**config.mk**
```make
export PLATFORM = sky130hd
export DESIGN_NAME = address_token_recognizer
export DESIGN_NICKNAME = d
export VERILOG_FILES = /design/src/hw/rtl/atr_pkg.sv /design/src/hw/rtl/atr_decode.sv /design/src/hw/rtl/atr_align.sv /design/src/hw/rtl/atr_dec_sum.sv /design/src/hw/rtl/atr_result.sv /design/src/hw/rtl/address_token_recognizer.sv
export SDC_FILE = /design/constraint.sdc
export NUM_CORES = 1
export LEC_CHECK = 0
export ABC_CLOCK_PERIOD_IN_PS = 12510
export BUFFER_PORTS_ARGS = -buffer_cell sky130_fd_sc_hd__buf_2
export CAP_MARGIN = 40
export CORE_AREA = 2 2 248 250
export CTS_CLUSTER_SIZE = 28
export DETAILED_ROUTE_END_ITERATION = 10
export DIE_AREA = 0 0 250 252
export PLACE_DENSITY_LB_ADDON = 0.25
export SYNTH_ARGS = -nofsm -noshare
export SYNTH_HDL_FRONTEND = slang
export SYNTH_HIERARCHICAL = 1
export SYNTH_SLANG_ARGS = --single-unit
```
**constraint.sdc**
```tcl
create_clock -name clock -period 12.51 [get_ports clock]
set_input_delay 1.251 -clock clock [delete_from_list [all_inputs] [get_ports clock]]
set_output_delay 1.251 -clock clock [all_outputs]
set_load 0.01 [all_outputs]
```
**src/hw/rtl/atr_pkg.sv**
```systemverilog
`timescale 1ns / 1ps
// Shared types, constants and character helpers for the address token recognizer.
// Used by every pipeline stage module and the top level; depends on nothing else.
package atr_pkg;

   // Window geometry and token rules.
   localparam int WinLen    = 10;
   localparam int DecDigits = WinLen - 1;
   localparam int MinDigits = 5;

   localparam logic [7:0] HEX_SUFFIX   = 8'h68;
   localparam logic [7:0] TRACE_PREFIX = 8'h23;

   // The decimal value is built from two groups of digits: a low group of five
   // digits and a high group of four, joined by one constant multiply.
   localparam int LoDigits = 5;
   localparam int HiDigits = DecDigits - LoDigits;
   localparam logic [31:0] DEC_SPLIT = 32'd100000;
   localparam logic [16:0] DEC_WEIGHT [LoDigits] = '{17'd1, 17'd10, 17'd100, 17'd1000,
                                                     17'd10000};

   typedef enum logic [1:0] {
      KIND_NONE  = 2'd0,
      KIND_HEX   = 2'd1,
      KIND_TRACE = 2'd2
   } token_kind_type;

   // Stage 1 result: classification and the digit values of every character.
   typedef struct packed {
      token_kind_type         kind;
      logic [3:0]             length;
      logic [3:0]             run;
      logic [WinLen-1:0][3:0] nib;
   } s1_type;

   // Stage 2 result: hex value extracted, decimal digits right aligned.
   typedef struct packed {
      token_kind_type            kind;
      logic [3:0]                length;
      logic [31:0]               hex_value;
      logic [DecDigits-1:0][3:0] digit;
   } s2_type;

   // Stage 3 result: decimal value as two partial sums.
   typedef struct packed {
      token_kind_type kind;
      logic [3:0]     length;
      logic [31:0]    hex_value;
      logic [16:0]    dec_lo;
      logic [13:0]    dec_hi;
   } s3_type;

   function automatic logic is_dec(input logic [7:0] c);
      is_dec = (c >= 8'h30) && (c <= 8'h39);
   endfunction

   function automatic logic is_hex(input logic [7:0] c);
      is_hex = is_dec(c) || ((c >= 8'h41) && (c <= 8'h46)) ||
               ((c >= 8'h61) && (c <= 8'h66));
   endfunction

   // Value of a hex digit; meaningless for other characters.
   function automatic logic [3:0] hex_nibble(input logic [7:0] c);
      logic [7:0] v;
      if (is_dec(c)) begin
         v = c - 8'h30;
      end else if (c <= 8'h46) begin
         v = c - 8'h37;
      end else begin
         v = c - 8'h57;
      end
      hex_nibble = v[3:0];
   endfunction

endpackage

```
**src/hw/rtl/atr_decode.sv**
```systemverilog
`timescale 1ns / 1ps
// First pipeline stage: classifies each window character, finds the digit runs
// and decides the token kind and length. Depends on atr_pkg.
module atr_decode (
   input  logic                clock,
   input  logic                reset,
   input  logic                in_valid,
   output logic                in_ready,
   input  logic [7:0]          chars [atr_pkg::WinLen],
   output logic                out_valid,
   input  logic                out_ready,
   output atr_pkg::s1_type     out_data
);

   logic            valid_ff, valid_in;
   atr_pkg::s1_type data_ff, data_in;

   // Find the hex run from the first character and the decimal run after it.
   always_comb begin
      logic [3:0] hex_run;
      logic [3:0] dec_run;
      logic       suffix;
      hex_run = 4'(atr_pkg::WinLen);
      for (int i = atr_pkg::WinLen - 1; i >= 0; i--) begin
         if (!atr_pkg::is_hex(chars[i])) begin
            hex_run = 4'(i);
         end
      end
      dec_run = 4'(atr_pkg::DecDigits);
      for (int i = atr_pkg::WinLen - 1; i >= 1; i--) begin
         if (!atr_pkg::is_dec(chars[i])) begin
            dec_run = 4'(i - 1);
         end
      end
      suffix = (hex_run < 4'(atr_pkg::WinLen)) &&
               (chars[hex_run] == atr_pkg::HEX_SUFFIX);

      for (int i = 0; i < atr_pkg::WinLen; i++) begin
         data_in.nib[i] = atr_pkg::hex_nibble(chars[i]);
      end
      if (suffix && (hex_run >= 4'(atr_pkg::MinDigits))) begin
         data_in.kind   = atr_pkg::KIND_HEX;
         data_in.length = hex_run + 4'd1;
         data_in.run    = hex_run;
      end else if ((chars[0] == atr_pkg::TRACE_PREFIX) &&
                   (dec_run >= 4'(atr_pkg::MinDigits))) begin
         data_in.kind   = atr_pkg::KIND_TRACE;
         data_in.length = dec_run + 4'd1;
         data_in.run    = dec_run;
      end else begin
         data_in.kind   = atr_pkg::KIND_NONE;
         data_in.length = 4'd0;
         data_in.run    = 4'd0;
      end
   end

   // The stage takes a new transaction when it is empty or its content moves on.
   assign in_ready = !valid_ff || out_ready;
   assign valid_in = in_ready ? in_valid : valid_ff;

   always_ff @(posedge clock) begin
      if (reset) begin
         valid_ff <= 1'b0;
      end else begin
         valid_ff <= valid_in;
      end
      if (in_ready && in_valid) begin
         data_ff <= data_in;
      end
   end

   assign out_valid = valid_ff;
   assign out_data  = data_ff;

endmodule

```
**src/hw/rtl/atr_align.sv**
```systemverilog
`timescale 1ns / 1ps
// Second pipeline stage: shifts the hex digits into a 32-bit value and right
// aligns the decimal digits of a trace token. Depends on atr_pkg.
module atr_align (
   input  logic                clock,
   input  logic                reset,
   input  logic                in_valid,
   output logic                in_ready,
   input  atr_pkg::s1_type     in_data,
   output logic                out_valid,
   input  logic                out_ready,
   output atr_pkg::s2_type     out_data
);

   logic            valid_ff, valid_in;
   atr_pkg::s2_type data_ff, data_in;

   always_comb begin
      logic [4*atr_pkg::WinLen-1:0] word;
      logic [4*atr_pkg::WinLen-1:0] shifted;
      logic [5:0]                   shamt;
      logic [3:0]                   idx;
      // Hex digits sit first character most significant; drop the unused tail.
      for (int i = 0; i < atr_pkg::WinLen; i++) begin
         word[4*(atr_pkg::WinLen-1-i) +: 4] = in_data.nib[i];
      end
      shamt   = {(4'(atr_pkg::WinLen) - in_data.run), 2'b00};
      shifted = word >> shamt;

      // Digit k of the trace counts 10^k; the last digit read is char[run].
      for (int k = 0; k < atr_pkg::DecDigits; k++) begin
         idx = in_data.run - 4'(k);
         if (4'(k) < in_data.run) begin
            data_in.digit[k] = in_data.nib[idx];
         end else begin
            data_in.digit[k] = 4'd0;
         end
      end
      data_in.kind      = in_data.kind;
      data_in.length    = in_data.length;
      data_in.hex_value = shifted[31:0];
   end

   assign in_ready = !valid_ff || out_ready;
   assign valid_in = in_ready ? in_valid : valid_ff;

   always_ff @(posedge clock) begin
      if (reset) begin
         valid_ff <= 1'b0;
      end else begin
         valid_ff <= valid_in;
      end
      if (in_ready && in_valid) begin
         data_ff <= data_in;
      end
   end

   assign out_valid = valid_ff;
   assign out_data  = data_ff;

endmodule

```
**src/hw/rtl/atr_dec_sum.sv**
```systemverilog
`timescale 1ns / 1ps
// Third pipeline stage: weights the aligned decimal digits and sums them in a
// low and a high group. Depends on atr_pkg.
module atr_dec_sum (
   input  logic                clock,
   input  logic                reset,
   input  logic                in_valid,
   output logic                in_ready,
   input  atr_pkg::s2_type     in_data,
   output logic                out_valid,
   input  logic                out_ready,
   output atr_pkg::s3_type     out_data
);

   logic            valid_ff, valid_in;
   atr_pkg::s3_type data_ff, data_in;

   // Each group stays below its power of ten, so the sums cannot overflow.
   always_comb begin
      logic [16:0] lo;
      logic [16:0] hi;
      lo = 17'd0;
      hi = 17'd0;
      for (int k = 0; k < atr_pkg::LoDigits; k++) begin
         lo = lo + 17'(in_data.digit[k] * atr_pkg::DEC_WEIGHT[k]);
      end
      for (int k = 0; k < atr_pkg::HiDigits; k++) begin
         hi = hi + 17'(in_data.digit[atr_pkg::LoDigits + k] * atr_pkg::DEC_WEIGHT[k]);
      end
      data_in.kind      = in_data.kind;
      data_in.length    = in_data.length;
      data_in.hex_value = in_data.hex_value;
      data_in.dec_lo    = lo;
      data_in.dec_hi    = hi[13:0];
   end

   assign in_ready = !valid_ff || out_ready;
   assign valid_in = in_ready ? in_valid : valid_ff;

   always_ff @(posedge clock) begin
      if (reset) begin
         valid_ff <= 1'b0;
      end else begin
         valid_ff <= valid_in;
      end
      if (in_ready && in_valid) begin
         data_ff <= data_in;
      end
   end

   assign out_valid = valid_ff;
   assign out_data  = data_ff;

endmodule

```
**src/hw/rtl/atr_result.sv**
```systemverilog
`timescale 1ns / 1ps
// Last pipeline stage: joins the decimal groups, selects the value by token kind
// and holds the result transaction for the consumer. Depends on atr_pkg.
module atr_result (
   input  logic                    clock,
   input  logic                    reset,
   input  logic                    in_valid,
   output logic                    in_ready,
   input  atr_pkg::s3_type         in_data,
   output logic                    out_valid,
   input  logic                    out_ready,
   output atr_pkg::token_kind_type kind,
   output logic [31:0]             value,
   output logic [3:0]              length
);

   logic                    valid_ff, valid_in;
   atr_pkg::token_kind_type kind_ff;
   logic [31:0]             value_ff, value_in;
   logic [3:0]              length_ff;

   // High group times 10^5 plus low group; at most nine digits, so it fits.
   always_comb begin
      logic [31:0] dec_value;
      dec_value = 32'(in_data.dec_hi) * atr_pkg::DEC_SPLIT + 32'(in_data.dec_lo);
      case (in_data.kind)
         atr_pkg::KIND_HEX:   value_in = in_data.hex_value;
         atr_pkg::KIND_TRACE: value_in = dec_value;
         default:             value_in = 32'd0;
      endcase
   end

   assign in_ready = !valid_ff || out_ready;
   assign valid_in = in_ready ? in_valid : valid_ff;

   always_ff @(posedge clock) begin
      if (reset) begin
         valid_ff <= 1'b0;
      end else begin
         valid_ff <= valid_in;
      end
      if (in_ready && in_valid) begin
         kind_ff   <= in_data.kind;
         value_ff  <= value_in;
         length_ff <= in_data.length;
      end
   end

   assign out_valid = valid_ff;
   assign kind      = kind_ff;
   assign value     = value_ff;
   assign length    = length_ff;

endmodule

```
**src/hw/rtl/address_token_recognizer.sv**
```systemverilog
`timescale 1ns / 1ps
// Address token recognizer top level: four register stages in a chain.
// Depends on atr_pkg, atr_decode, atr_align, atr_dec_sum and atr_result.
//
// The block looks at a ten-character window that starts at the scan position and
// reports a hex address token (5 to 9 hex digits followed by 'h', value kept to
// 32 bits) or a trace token ('#' followed by 5 to 9 decimal digits), with its
// kind, value and length in characters including the 'h' or '#'. Every window
// produces exactly one result transaction, with kind, value and length all zero
// when no token starts there. The datapath is four register stages (decode,
// align, decimal group sums, join and select); a request passes through the
// decode, align, sum and result registers in order, and one request is accepted
// every cycle as long as the consumer keeps rsp_ready high. Each stage holds its
// transaction while the stage after it is full and stalled, and req_ready follows
// rsp_ready combinationally through the stages.
module address_token_recognizer (
   input  logic        clock,
   input  logic        reset,
   input  logic        req_valid,
   output logic        req_ready,
   input  logic [7:0]  req_char_0,
   input  logic [7:0]  req_char_1,
   input  logic [7:0]  req_char_2,
   input  logic [7:0]  req_char_3,
   input  logic [7:0]  req_char_4,
   input  logic [7:0]  req_char_5,
   input  logic [7:0]  req_char_6,
   input  logic [7:0]  req_char_7,
   input  logic [7:0]  req_char_8,
   input  logic [7:0]  req_char_9,
   output logic        rsp_valid,
   input  logic        rsp_ready,
   output logic [1:0]  rsp_token_kind,
   output logic [31:0] rsp_token_value,
   output logic [3:0]  rsp_token_length
);

   logic [7:0]              chars [atr_pkg::WinLen];
   logic                    s1_valid, s1_ready;
   logic                    s2_valid, s2_ready;
   logic                    s3_valid, s3_ready;
   atr_pkg::s1_type         s1_data;
   atr_pkg::s2_type         s2_data;
   atr_pkg::s3_type         s3_data;
   atr_pkg::token_kind_type kind;

   // Gather the window characters.
   assign chars[0] = req_char_0;
   assign chars[1] = req_char_1;
   assign chars[2] = req_char_2;
   assign chars[3] = req_char_3;
   assign chars[4] = req_char_4;
   assign chars[5] = req_char_5;
   assign chars[6] = req_char_6;
   assign chars[7] = req_char_7;
   assign chars[8] = req_char_8;
   assign chars[9] = req_char_9;

   atr_decode u_decode (
      .clock     (clock),
      .reset     (reset),
      .in_valid  (req_valid),
      .in_ready  (req_ready),
      .chars     (chars),
      .out_valid (s1_valid),
      .out_ready (s1_ready),
      .out_data  (s1_data)
   );

   atr_align u_align (
      .clock     (clock),
      .reset     (reset),
      .in_valid  (s1_valid),
      .in_ready  (s1_ready),
      .in_data   (s1_data),
      .out_valid (s2_valid),
      .out_ready (s2_ready),
      .out_data  (s2_data)
   );

   atr_dec_sum u_dec_sum (
      .clock     (clock),
      .reset     (reset),
      .in_valid  (s2_valid),
      .in_ready  (s2_ready),
      .in_data   (s2_data),
      .out_valid (s3_valid),
      .out_ready (s3_ready),
      .out_data  (s3_data)
   );

   atr_result u_result (
      .clock     (clock),
      .reset     (reset),
      .in_valid  (s3_valid),
      .in_ready  (s3_ready),
      .in_data   (s3_data),
      .out_valid (rsp_valid),
      .out_ready (rsp_ready),
      .kind      (kind),
      .value     (rsp_token_value),
      .length    (rsp_token_length)
   );

   assign rsp_token_kind = kind;

   // A window without a token reports zero value and zero length.
   a_none_is_zero: assert property (@(posedge clock) disable iff (reset)
      rsp_valid && (kind == atr_pkg::KIND_NONE) |->
         (rsp_token_value == 32'd0) && (rsp_token_length == 4'd0))
      else $error("no-token result carries nonzero value or length");

   // Any token spans six to ten characters.
   a_token_length: assert property (@(posedge clock) disable iff (reset)
      rsp_valid && (kind != atr_pkg::KIND_NONE) |->
         (rsp_token_length >= 4'd6) && (rsp_token_length <= 4'd10))
      else $error("token length out of range");

   // A trace value has at most nine decimal digits.
   a_trace_value: assert property (@(posedge clock) disable iff (reset)
      rsp_valid && (kind == atr_pkg::KIND_TRACE) |->
         (rsp_token_value < 32'd1000000000))
      else $error("trace value exceeds nine decimal digits");

   // With the consumer always ready, the pipeline accepts every cycle.
   a_full_rate: assert property (@(posedge clock) disable iff (reset)
      rsp_ready && $past(rsp_ready) && $past(rsp_ready, 2) && $past(rsp_ready, 3) |->
         req_ready)
      else $error("pipeline stalls although the consumer is ready");

endmodule

```
==> Yosys cells after proc, flatten, opt, wreduce, memory -nomap -nowiden <==
Cells that the tools add are included.
{ "op_classes": {"mux": 63, "n_addsub": 49, "magnitude_cmp": 82, "bitwise": 1, "shift": 1, "n_mul": 8, "eq_ne": 4, "reduce_logical": 65} }
{ "op_table": {"columns": ["cell", "count"], "rows": [
  ["2-to-1 mux 4 bit", 45],
  ["greater-or-equal comparator 8 x 7 -> 1 bit, second input constant", 20],
  ["<= comparator 8 x 7 -> 1 bit, second input constant", 20],
  ["binary-select mux 4 bit (select 4 bit)", 9],
  ["subtractor 4 x 3 -> 4 bit, second input constant", 24],
  ["greater-or-equal comparator 8 x 6 -> 1 bit, second input constant", 10],
  ["<= comparator 8 x 6 -> 1 bit, second input constant", 10],
  ["case mux 32 bit (2 select lines)", 1],
  ["< comparator 4 x 5 -> 1 bit, second input constant", 9],
  ["subtractor 4 x 1 -> 4 bit, second input constant", 11],
  [">> shifter 40 x 6 -> 32 bit", 1],
  ["logical AND 1 bit", 37],
  ["adder 31 x 17 -> 32 bit", 1],
  ["binary-select mux 8 bit (select 4 bit)", 1],
  ["multiplier 14 x 12 -> 26 bit, second input constant", 1],
  ["logical OR 1 bit", 24],
  ["2-to-1 mux 8 bit", 3],
  ["multiplier 4 x 7 -> 11 bit, second input constant", 2],
  ["adder 4 x 8 -> 9 bit", 2],
  ["multiplier 4 x 5 -> 9 bit, second input constant", 2],
  ["adder 17 x 11 -> 17 bit", 1],
  ["adder 17 x 14 -> 17 bit", 1],
  ["adder 17 bit", 1],
  ["< comparator 3 x 4 -> 1 bit, first input constant", 4],
  ["23 further kinds", 33]
]} }
{ "totals": {"wordCells": 310, "reg_bits": 235, "inputBits": 84} }

==> Longest topological paths before layout <==
{ "logic_depth": {"ltp_word": 22, "depth_mapped": 19, "mapped_depth_nobuf": 19} }

==> By module <==
Netlist, hierarchy kept.
{ "modules_own_cells": {"columns": ["module", "area_each_um2", "cells_per_inst", "seq_area_each_um2", "n_inst"], "rows": [
  ["atr_dec_sum", 5967.0, 501, 2092.0, 1],
  ["atr_align", 5567.8, 493, 2242.2, 1],
  ["atr_result", 5525.3, 564, 1161.1, 1],
  ["atr_decode", 3917.5, 359, 1521.5, 1]
]} }

==> Least setup slack after synthesis <==
OpenSTA, ideal clock, no wires.
{ "synth_timing": {"path_kind": "flip-flop to flip-flop", "startpoint": "register u_dec_sum.data_ff, in the netlist u_dec_sum/out_data[2]", "endpoint": "register u_result.value_ff[30] (netlist: u_result/value[30]), data pin", "synth_period_minus_slack_ps": 5095, "setup_slack_ps": 7415, "stages_incl_launch_ff": 19, "required_ps": 12375, "t_arrival_ps": 4960, "path_cell_list": "edfxtp_1 -> ha_1 -> ha_1 -> inv_1 -> fa_1 -> fa_1 -> fa_1 -> inv_1 -> ha_1 -> buf_2 -> a21oi_1 -> mux2i_1 -> o31ai_1 -> a311oi_4 -> nand4_4 -> nor4_4 -> nand2_2 -> or4b_1 -> nand3_1"} }
{ "synth_via": {"elab_chain_len": 3} }
{ "synth_rtl": {"columns": ["item", "line_no", "rtl"], "rows": [
  ["start, declared", "atr_dec_sum.sv:16", "atr_pkg::s3_type data_ff, data_in;"],
  ["start signal, assigned", "atr_dec_sum.sv:47", "data_ff <= data_in;"],
  ["multiplier 14 x 12 -> 26 bit", "atr_result.sv:25", "dec_value = 32'(in_data.dec_hi) * atr_pkg::DEC_SPLIT + 32'(in_data.dec_lo);"],
  ["adder 31 x 17 -> 32 bit", "atr_result.sv:25", null],
  ["case mux 32 bit (2 select lines)", "atr_result.sv:26", "case (in_data.kind)"],
  ["end signal, assigned", "atr_result.sv:44", "value_ff <= value_in;"],
  ["end, declared", "atr_result.sv:19", "logic [31:0] value_ff, value_in;"]
]} }
Every way passes these cells.
A chain may end at the register's enable or synchronous reset.

==> Worst setup path after layout <==
Same ends and word-level chain as after synthesis.

==> results <==
- The flow ran to the end, and the final reports show no timing, DRC or antenna violations.
- The floorplan die height is 252 µm.
- The post-detailed-placement half-perimeter wirelength is 43.7 mm.
- On the worst path, the slowest cell contributes a delay of 0.52 ns.
- The top-level port count is 124.
- The clock latency reported for the late side of the worst-skew pair is 0.55 ns.
- The count of flip-flops with a built-in enable after synthesis is 231.
- In this run, distinct cell masters in the synthesized netlist total 111.
- The synthesized netlist devotes 5.18% of its cell area to XOR and XNOR gates.
- The worst setup timing slack at the placement stage is 7.02 ns.
- The final count of pins violating max slew is 0.
- The detailed-router iteration count before antenna repair is 5.
- By area the synthesized netlist is led by sky130_fd_sc_hd__edfxtp_1 33%, sky130_fd_sc_hd__ha_1 17%, sky130_fd_sc_hd__fa_1 7.7%.
- The combinational family with the most area after synthesis is adder cells.
- Along the worst path, the maximum fanout reaches 7.
- Tracing the worst setup path back leads to its startpoint at u_dec_sum/out_data[2].
- Setup violations remaining at the end of the flow were counted as 0.
- The repair_antennas step left the layout with diodes totalling 0.
- The library cell used most frequently in the layout, excluding fill and tap cells, is sky130_fd_sc_hd__ha_1.
- Timing would allow up to 181 MHz.
- The library cell used as clock root buffer is sky130_fd_sc_hd__clkbuf_16.
- The synthesized flop and latch total is 235.
- In this run the standard cell core region covers 60100 µm².
- The cell taking the most area after synthesis is sky130_fd_sc_hd__edfxtp_1.
- The wire length of the first global-routing pass is 84.6 mm.
- The vias per cell is 5.20.
- The total of hold buffers inserted after clock tree synthesis is 0.
- The width of the die is 250 µm.
- The fraction of post-synthesis cell area in the top cell type by area is 33.1%.
- The net count of the mapped netlist is 2363.
- The normalized max-slew margin is 40.7%.
- The number of endpoints with negative hold slack in the final report is 0.
- The kind of cell adding the most delay to the critical path is adder cells.
- In the layout the commonest cells are 280 x sky130_fd_sc_hd__ha_1, 231 x sky130_fd_sc_hd__edfxtp_1, 217 x sky130_fd_sc_hd__inv_1.
- Once the clock tree was built, the setup fixing pass inserted 0 buffers.
- For this run, the number of Yosys warnings is 6.
- After clock tree synthesis, the clock-pin slew on the worst setup and hold paths is 0.06 ns.
- The measured slew at the worst slew-check pin is 0.890 ns.
- The number of antenna violations at the first check in global routing is 0.
- The number of resized instances in the post-cts repair step is 0.
- The average instance area after synthesis is 10.9 µm².
- The dominant synthesized flop cell is sky130_fd_sc_hd__edfxtp_1.
- Of the total synthesized cell area, the portion taken by AND, OR, NAND and NOR gates is 11.4%.
- The residual antenna-violating net count after detailed routing is 0.
- In the post-route analysis, the smallest setup slack over all paths is 7.00 ns.
- The slowest stage of the critical path belongs to the cell sky130_fd_sc_hd__fa_1.
- After synthesis, the share of cell area in mux cells is 7.50%.
- Setup repair after global routing left no endpoint under its margin.
- The synthesized area is 21000 µm².
- The worst-case IR drop observed on VDD is 279 µV.
- Routability-driven placement finished with a final weighted congestion of 0.935.
- The startpoint type of the worst setup path is a flip-flop.
- The fraction of the mapped netlist area in compound gates is 12.5%.
- The sum of negative setup slack is 0 ns.
- The H-tree level count is 1.
- For the worst setup path, the data required time is 12.92 ns.
- The share of final-layout standard cells stronger than drive strength 1 is 15.1%.
- The final period demand of the worst path is 5.51 ns.
- Walking the worst path, the cells encountered are ha_1 > ha_1 > inv_1 > fa_1 > fa_1 > fa_1 > inv_1 > ha_1 > a21oi_1 > mux2i_1 > o31ai_1 > a311oi_4 > nand4_4 > nor4_4 > nand2_2 > or4b_1 > nand3_1.
- The combined global-route utilization of all metal layers is 17.0%.
- The leakage component of the power is 0.00997 µW.
- The TritonCTS clock tree is done.
- The area enclosed by the die boundary is 63000 µm².
- For this configuration, the core starts out at a cell density of 34.9%.
- Sequential cells were found to cover 33.4% of the synthesized design area.
- The count of buffers added on input and output ports is 123.
- The number of rows created at floorplan is 90.
- The total of max-cap violations is 0.
- In the final routed layout, each cell accounts on average for 18.9 µm.
- Counting every sink on the clock net gives 235.
- Entering global routing, the biggest net connects 69 pins.
- The startpoint of the most critical hold path is u_dec_sum/out_data[64].
- The critical path is of the reg2reg type.
- After detailed placement, the design holds a cell count of 2787.
- Data arrives at the worst endpoint at 5.93 ns.
- In the final design database the tool counted 2481 nets.
- The startpoint identified for the worst register-to-register timing path is u_dec_sum/out_data[2].
- In this run the register-to-register setup slack is 7.00 ns.
- The detailed router finished its first iteration with 907 violations.
- The number of buffers and inverters on the critical path is 2.
- Buffers inserted during clock tree synthesis total 28.
- Measured on the finished design, the core utilization comes to 39.1%.
- The class of the tightest hold or removal check is reg2reg.
- After detailed routing, the total wire length is 53.7 mm.
- The longest clock path from root to sink contains 3 buffers.
- For this design the ratio of total power to cell area is 270 nW/µm².
- The share of synthesized flip-flops with an asynchronous set or reset is 0%.
- The post-detailed-route DRC marker count is 0.
- The filler-free cell count of the finished design is 2839.
- The clock skew after layout is 0.0166 ns.
- The total overflow left after global routing is 0.
- The area share of fa/ha/maj cells after synthesis is 24.5%.
- The final critical path takes up 44.1% of the cycle.
- The number of vias after detailed routing is 14800.
- The number of instances in the synthesized netlist is 1917.
- Counting the fill cells in the layout gives 5938.
- The area added between synthesis and finish is 12.0%.
- The number of global-route vias before repair is 15200.
- The type of element capturing the critical path is a flip-flop.
## final timing paths
kind / to / cells past startpoint
worst min register to register: u_result/length[1] / 0
worst min-delay path: u_result/length[1] / 0
worst max register to register: u_result/value[30] / 17
worst max-delay path: u_result/value[30] / 17
## cells in the mapped netlist, types with 5 or more instances
master                        n
sky130_fd_sc_hd__a211oi_1     9
sky130_fd_sc_hd__a211oi_2     7
sky130_fd_sc_hd__a21o_1      26
sky130_fd_sc_hd__a21oi_1     93
sky130_fd_sc_hd__a22oi_1     24
sky130_fd_sc_hd__a31oi_1     24
sky130_fd_sc_hd__and2_1       6
sky130_fd_sc_hd__and3_1       5
sky130_fd_sc_hd__buf_2       18
sky130_fd_sc_hd__buf_4        9
sky130_fd_sc_hd__buf_6        9
sky130_fd_sc_hd__clkbuf_1    14
sky130_fd_sc_hd__edfxtp_1   231
sky130_fd_sc_hd__fa_1        81
sky130_fd_sc_hd__ha_1       281
sky130_fd_sc_hd__inv_1      217
sky130_fd_sc_hd__mux2_2      11
sky130_fd_sc_hd__mux2i_1     70
sky130_fd_sc_hd__mux4_2      32
sky130_fd_sc_hd__nand2_1    125
sky130_fd_sc_hd__nand2b_1    28
sky130_fd_sc_hd__nand3_1     46
sky130_fd_sc_hd__nand4_1     15
sky130_fd_sc_hd__nand4bb_1    8
sky130_fd_sc_hd__nor2_1     100
sky130_fd_sc_hd__nor2b_1     20
sky130_fd_sc_hd__nor3_1      13
sky130_fd_sc_hd__nor4_1       5
sky130_fd_sc_hd__nor4b_1      8
sky130_fd_sc_hd__o2111ai_1    5
sky130_fd_sc_hd__o211a_1      5
sky130_fd_sc_hd__o211ai_1     9
sky130_fd_sc_hd__o21a_1      17
sky130_fd_sc_hd__o21ai_0     40
sky130_fd_sc_hd__o21ai_1      9
sky130_fd_sc_hd__o21bai_1    16
sky130_fd_sc_hd__o22ai_1     13
sky130_fd_sc_hd__o31ai_1     11
sky130_fd_sc_hd__o32ai_1      7
sky130_fd_sc_hd__or2_2        5
sky130_fd_sc_hd__or3_1       10
sky130_fd_sc_hd__or3b_2       5
sky130_fd_sc_hd__xnor2_1     77
sky130_fd_sc_hd__xor2_1      39
## power by group
group	internal, µW	switching (µW)
sequential	987	55.4
clock	568	327
combinational	1730	2680
## through the flow
| stage | hold WS (ns) | power, µW | area [µm²] |
|---|---|---|---|
| 2_1_floorplan | 0.400 | 4530 | 21000 |
| 3_3_place_gp | 0.401 | 5430 | 22400 |
| 3_5_place_dp | 0.405 | 5470 | 22500 |
| 4_1_cts | 0.418 | 6410 | 23500 |
| 5_1_grt | 0.418 | 6900 | 23500 |
| 6_report | 0.415 | 6350 | 23500 |
## metal layers
layer,part of all wire [%],up-vias,track usage [%]
li1,-,7188,-
met5,0,-,0
met1,45,7076,22.8
met4,3.4,0,6.07
met2,47,402,28.7
met3,4.1,87,1.46
## cell type report
class	instances	area (µm²)	area share, %
repair buffers	140	816	3.47
inverters	221	830	3.53
multi-input cells	1409	12800	54.6
flip-flops and latches	235	7020	29.9
clock buffers	31	733	3.12
well taps	782	978	4.16
clock inverters	21	302	1.28
## flip-flops by register name, indices dropped and copies added, names as in the netlist
register             cells
u_result/kind            2
u_dec_sum/out_valid      1
u_result/length          4
u_align/out_valid        1
u_align/out_data        74
u_dec_sum/out_data      69
u_decode/out_data       50
u_result/out_valid       1
u_result/value          32
u_decode/out_valid       1
## kinds of logic (layout without fill, tap and decap cells)
group,after synthesis,count (layout)
buffers and inverters,273,413
adder cells (fa/ha/maj),362,362
AO/OA/AOI/OAI,370,370
flip-flops,235,235
XOR/XNOR,120,120
multiplexers,115,115
AND/OR/NAND/NOR,442,442
Power figures use the tool's default switching activity.
